File: src/design/txcw_pkg.sv
`timescale 1ns / 1ps
// ----------------------------------------------------------------------------
// txcw_pkg
// Shared types and constants of the text console writer: request codes,
// special characters, field widths and the controller/datapath links.
// ----------------------------------------------------------------------------
package txcw_pkg;

   localparam int TYPE_W   = 2;
   localparam int CHAR_W   = 8;
   localparam int ATTR_W   = 8;
   localparam int INDEX_W  = 11;
   localparam int VALUE_W  = 16;
   localparam int CURCOL_W = 7;
   localparam int CURROW_W = 5;

   typedef enum logic [TYPE_W-1:0] {
      REQ_PUT   = 2'd0,
      REQ_CLEAR = 2'd1,
      REQ_READ  = 2'd2,
      REQ_NONE  = 2'd3
   } req_code_type;

   localparam logic [CHAR_W-1:0]  CH_NEWLINE   = 8'd10;
   localparam logic [CHAR_W-1:0]  CH_BACKSPACE = 8'd8;
   localparam logic [VALUE_W-1:0] BLANK_CELL   = 16'h0700;

   typedef enum logic [7:0] {
      ST_INIT   = 8'b0000_0001,
      ST_IDLE   = 8'b0000_0010,
      ST_EXEC   = 8'b0000_0100,
      ST_READ   = 8'b0000_1000,
      ST_SCR_RD = 8'b0001_0000,
      ST_SCR_WR = 8'b0010_0000,
      ST_FILL   = 8'b0100_0000,
      ST_RESP   = 8'b1000_0000
   } state_type;

   typedef struct packed {
      logic capture;
      logic exec_op;
      logic read_latch;
      logic scr_read;
      logic scr_write;
      logic fill_write;
      logic load_out;
   } cmd_type;

   typedef struct packed {
      logic is_put;
      logic is_clear;
      logic is_read;
      logic scroll_needed;
      logic shift_last;
      logic sweep_last;
      logic out_free;
   } status_type;

endpackage

File: src/design/txcw_ctrl.sv
`timescale 1ns / 1ps
// ----------------------------------------------------------------------------
// txcw_ctrl
// Sequencer of the console: request intake, character write, scroll and
// blanking sweeps, and response hand-off.
// ----------------------------------------------------------------------------
module txcw_ctrl (
   input  logic                 clock,
   input  logic                 reset,
   input  logic                 req_valid,
   output logic                 req_ready,
   input  txcw_pkg::status_type status,
   output txcw_pkg::cmd_type    cmd
);

   txcw_pkg::state_type state_ff, state_in;

   always_ff @(posedge clock) begin
      if (reset) begin
         state_ff <= txcw_pkg::ST_INIT;
      end else begin
         state_ff <= state_in;
      end
   end

   assign req_ready = (state_ff == txcw_pkg::ST_IDLE);

   always_comb begin
      state_in = state_ff;
      cmd      = '0;
      case (state_ff)
         txcw_pkg::ST_INIT: begin
            cmd.fill_write = 1'b1;
            if (status.sweep_last) begin
               state_in = txcw_pkg::ST_IDLE;
            end
         end
         txcw_pkg::ST_IDLE: begin
            if (req_valid) begin
               cmd.capture = 1'b1;
               state_in    = txcw_pkg::ST_EXEC;
            end
         end
         txcw_pkg::ST_EXEC: begin
            cmd.exec_op = 1'b1;
            if (status.is_put && status.scroll_needed) begin
               state_in = txcw_pkg::ST_SCR_RD;
            end else if (status.is_clear) begin
               state_in = txcw_pkg::ST_FILL;
            end else if (status.is_read) begin
               state_in = txcw_pkg::ST_READ;
            end else begin
               state_in = txcw_pkg::ST_RESP;
            end
         end
         txcw_pkg::ST_READ: begin
            cmd.read_latch = 1'b1;
            state_in       = txcw_pkg::ST_RESP;
         end
         txcw_pkg::ST_SCR_RD: begin
            cmd.scr_read = 1'b1;
            state_in     = txcw_pkg::ST_SCR_WR;
         end
         txcw_pkg::ST_SCR_WR: begin
            cmd.scr_write = 1'b1;
            state_in = status.shift_last ? txcw_pkg::ST_FILL : txcw_pkg::ST_SCR_RD;
         end
         txcw_pkg::ST_FILL: begin
            cmd.fill_write = 1'b1;
            if (status.sweep_last) begin
               state_in = txcw_pkg::ST_RESP;
            end
         end
         txcw_pkg::ST_RESP: begin
            if (status.out_free) begin
               cmd.load_out = 1'b1;
               state_in     = txcw_pkg::ST_IDLE;
            end
         end
         default: begin
            state_in = txcw_pkg::ST_INIT;
         end
      endcase
   end

endmodule

File: config.mk
export PLATFORM = sky130hd
export DESIGN_NAME = txcw_ctrl
export DESIGN_NICKNAME = d
export VERILOG_FILES = /design/src/design/txcw_pkg.sv /design/src/design/txcw_ctrl.sv
export SDC_FILE = /design/constraint.sdc
export NUM_CORES = 1
export LEC_CHECK = 0
export ABC_AREA = 1
export BUFFER_PORTS_ARGS = -buffer_cell sky130_fd_sc_hd__buf_2
export CAP_MARGIN = 20
export CORE_MARGIN = 2
export CORE_UTILIZATION = 44
export CTS_CLUSTER_SIZE = 16
export DETAILED_ROUTE_END_ITERATION = 8
export GPL_ROUTABILITY_DRIVEN = 1
export PLACE_DENSITY = 0.72
export SLEW_MARGIN = 20
export SYNTH_ARGS = -nofsm -noshare
export SYNTH_HDL_FRONTEND = slang
export SYNTH_SLANG_ARGS = --single-unit
File: constraint.sdc
create_clock -name clock -period 1.17 [get_ports clock]
set_clock_uncertainty 0.1 [all_clocks]
set_input_delay 0.234 -clock clock [delete_from_list [all_inputs] [get_ports clock]]
set_output_delay 0.234 -clock clock [all_outputs]
set_load 0.02 [all_outputs]
Word level (Yosys, flattened, before mapping)
Index checks and enable logic that the tools add are counted.

Equality and inequality tests: 12. Multiplexer cells: 18. Reductions and logical operators: 3.

Operators by type and width (number): one-hot mux 8 bit (8 select lines) (1); 2-to-1 mux 8 bit (7); 2-to-1 mux 1 bit (9); equality test 8 x 1 -> 1 bit (second input constant) (1); equality test 8 x 2 -> 1 bit (second input constant) (1); equality test 8 x 3 -> 1 bit (second input constant) (1); equality test 8 x 4 -> 1 bit (second input constant) (1); equality test 8 x 5 -> 1 bit (second input constant) (1); equality test 8 x 6 -> 1 bit (second input constant) (1); equality test 8 x 7 -> 1 bit (second input constant) (1); equality test 8 bit (second input constant) (1); != test 2 bit (second input constant) (4); 2-to-1 mux 7 bit (1); AND reduction 4 bit (1); OR reduction 2 bit (1); logical AND 1 bit (1).

Register bits after elaboration: 8. Input port bits: 10. Output and inout bits: 8. Word-level logic and storage cells: 34.

Longest topological paths before layout
Word-level depth: 4. Gate-level depth with buffers: 9. Gate-level depth less buffers: 9.

Worst setup path after synthesis
Ideal clock, no wire load.

Path kind: flip-flop to output port. From: reg state_ff[6]. To: out cmd[6] (netlist bit). Arrival: 1.020 ns. Required time: 0.836 ns. Setup slack: -0.184 ns. Stages on the path, launching flop included: 6. Buffers on the path: 0. Cell sequence: dfxtp_1 > nor2_4 > nand2_4 > inv_4 > nand2_1 > nor2_1.

RTL lines: start, declared (RTL line txcw_ctrl.sv:16) `txcw_pkg::state_type state_ff, state_in;`; start signal, assigned (RTL line txcw_ctrl.sv:20) `state_ff <= txcw_pkg::ST_INIT;`; start signal, assigned (RTL line txcw_ctrl.sv:22) `state_ff <= state_in;`; end, declared (RTL line txcw_ctrl.sv:13) `output txcw_pkg::cmd_type cmd`.

==> impl_summary.txt <==
----------------------------------------------------
[Power and ir drop]
  Static leakage power ... 0.565 nW
  Power per Cell Area ... 847 nW/um2
  VDD IR max ... 0.584 mV
  Final total power ... 970 uW

[Floorplan]
  Starting Density ... 48.1%
  Count of standard-cell rows ... 13
  Area of the die ... 1760 um2
  Number of top-level pins ... 18
  Horizontal extent of the die ... 41.9 um
  Die extent in y ... 41.9 um
  Core Region ... 1320 um2

[Cells and area]
  Number of standard cells in the layout, taps in and fillers out ... 155
  Growth of design area from synthesis to finish ... 81.0%
  Register cell area after layout ... 173 um2
  Number of nets at the end of the flow ... 152
  Max FFs per register ... 8
  Biggest registers after layout ... state_ff: 8 flops
  Area taken by multi-input logic gates ... 495 um2
  Number of fillers in the final layout ... 72
  Number of antenna repair diodes ... 0
  Fraction of final layout cells with drive strength greater than 1 ... 72.1%
  Top register by number of flip-flops ... state_ff

[Worst setup path]
  Critical Path Source ... state_ff[7]
  Number of cell instances on the worst register-to-register path ... 10
  Critical-path top delay cell ... sky130_fd_sc_hd__dfxtp_2
  Required time reported for the critical path endpoint ... 0.84 ns
  Setup crit start kind ... flop
  Reg-to-reg setup timing slack ... -0.30 ns
  Launch point of the worst reg-to-reg path ... state_ff[4]
  Critical-path cell list ... nor2_4, nand2_4, inv_6, nand2_4, nor2_4, buf_6
  Arrival @ worst endpoint ... 1.26 ns
  Critical path class ... flop to primary output
  Peak per-stage delay on the critical path ... 0.34 ns
  Worst-path fanout max ... 4
  Kind of end point of the critical path ... primary output

[Synth]
  Post-synthesis async set-or-reset flop share ... 0%
  Synth top area cells ... sky130_fd_sc_hd__dfxtp_1, sky130_fd_sc_hd__nand2_1, sky130_fd_sc_hd__inv_1, sky130_fd_sc_hd__nand3_2, sky130_fd_sc_hd__nor2_1
  Most used flip-flop cell after synthesis ... sky130_fd_sc_hd__dfxtp_1
  Count leader, synth ... sky130_fd_sc_hd__nand2_1
  Area share of the leading cell type in the synthesized netlist ... 25.3%
  Number of warnings reported in the yosys synthesis log ... 0
  Average cell area after synthesis ... 6.66 um2
  Number of enable flip-flop cells after synthesis ... 0
  Syn Std Cell Area ... 633 um2
  Share of synthesized area occupied by flip-flops and latches ... 25.3%
  Most used standard cells in the synthesized netlist ... sky130_fd_sc_hd__nand2_1, sky130_fd_sc_hd__inv_1, sky130_fd_sc_hd__nor2_1, sky130_fd_sc_hd__dfxtp_1, sky130_fd_sc_hd__nand3_2
  Syn Inst Count ... 95
  Post-synth cell types ... 23
  Total of flip-flops plus latches after synthesis ... 8
  Cell type contributing the most total cell area after synthesis ... sky130_fd_sc_hd__dfxtp_1
  Post-Synthesis Net Count ... 105

[STA]
  Fin worst setup slack ... -0.429 ns
  Total count of max-transition violations in the final report ... 0
  Unrepaired setup endpoints after global routing ... true
  Fmax ... 626 MHz
  Worst Tran Pin Value ... 0.272 ns
  Min cycle time layout ... 1.60 ns
  Max-slew headroom ... 81.9%
  Post-route setup TNS ... -4.23 ns
  Final Hold Vio Count ... 0
  Period utilization ... 137%
  Worst hold margin ... 0.143 ns
  Final number of setup-violating endpoints ... 15

[CTS]
  Number of clock sinks seen by CTS ... 8
  Worst-path clk slew ... 0.05 ns
  CTS root buf ... sky130_fd_sc_hd__clkbuf_4
  TritonCTS clock tree ... yes
  Number of clock buffers inserted by TritonCTS ... 3
  Maximum level of the CTS H-tree ... 1
  Maximum count of clock buffers along a single path ... 2
  Post-cts hold buffer count ... 0
  Later-pin clock latency in the skew report ... 0.26 ns

[Placement]
  Total placed cells including tap cells ... 143
  Total half-perimeter wirelength after legalization and detailed placement ... 1.33 mm
  Routability cong. ... 0.772
  Placement-stage worst setup slack ... -0.188 ns
  Port Buffers ... 17

[GRT]
  Largest net degree at the start of global routing ... 8
  Total track usage ... 24.0%
  Number of global-route vias before repair ... 742
  Wire length of the first global-routing pass ... 3.13 mm
  Initial antenna violation count ... 0
  Total overflow reported by the global router ... 0

[Status]
  Run status ... finished, violations left
  Violations in the final reports ... negative setup slack

[Min path]
  Hold Startpoint ... status[4]
  Cell count of the worst hold path ... 3
  Worst Hold Class ... input pin to flop

[Routing]
  Highest metal layer with signal wires ... met4
  Initial DRT Pass Iterations ... 4
  Antenna violation net count after detailed routing ... 0
  Number of design rule violations left after detail routing ... 0
  Routed length per placed instance ... 15.5 um
  Met2 WL post-DR ... 1.28 mm
  WL met3 ... 60 um
  Total vias in the final route ... 782
  Aggregate routed wire length ... 2.41 mm
  Met1 WL ... 1.03 mm
  Via count normalized by instance count ... 5.05
  Drt first-iter violations ... 7

[Flow run]
  Number of maximum-capacitance constraint violations ... 0

----------------------------------------------------
-- cells in the final DEF, fill, tap and decap left out, drive strengths merged --
| cell | count |
|---|---|
| buf | 42 |
| nand2 | 24 |
| inv | 22 |
| nor2 | 18 |
| nand3 | 10 |
| dfxtp | 8 |
| a21oi | 3 |
| clkbuf | 3 |
| nand4 | 3 |
| nor3 | 2 |
| clkinv | 1 |
| nand3b | 1 |
| o21a | 1 |
| o21ai | 1 |
| o211ai | 1 |
-- logic make-up (layout without fill, tap and decap cells) --
group | Yosys count | after routing | synth area share (%)
flip-flops | 8 | 8 | 25.3
AND/OR/NAND/NOR | 58 | 58 | 53.0
buffers and inverters | 23 | 68 | 14.2
AO/OA/AOI/OAI | 6 | 6 | 7.51
-- final timing paths --
path,end
hold / removal,state_ff[3]
hold reg to reg,state_ff[4]
setup / recovery,cmd[6]
setup reg to reg,state_ff[7]
-- timing repair --
| item | CTS | global route |
|---|---|---|
| buffers inserted | 4 | 6 |
| endpoints found under the setup margin | 16 | 16 |
| resized for setup | 30 | 20 |
| pin swaps | 12 | 9 |
-- power by group --
group          total [mW]  switching (mW)  internal [mW]
Clock               0.217          0.0989          0.118
Sequential          0.319          0.0266          0.293
Combinational       0.434           0.236          0.198
Total               0.970           0.361          0.609
-- through the flow --
step	instance area (um2)	util [%]
2_1_floorplan	666	-
3_3_place_gp	890	67.5
3_5_place_dp	890	67.5
4_1_cts	1040	79.2
5_1_grt	1150	87.0
6_report	1150	87.0
-- critical path: cells and delay by family, from the launching register on --
family                 cells  cell delay, ns
buffers and inverters      2            0.22
AND/OR/NAND/NOR            4            0.45
flip-flops                 1            0.34
-- layout make-up --
type                       count  share of cell area, %
clock buffer                   3                   1.97
inverter                      23                   8.62
multi-input combinational     64                   43.2
sequential                     8                   15.1
tap                           15                   1.64
timing repair buffer          42                   29.5
-- metal layers --
metal / vias to the layer above / track usage, %
li1: 381 / -
met1: 373 / 24.5
met2: 23 / 47.2
met3: 5 / 1.30
met4: 0 / 13.5
met5: - / 0
(Power assumes the default switching activity.)
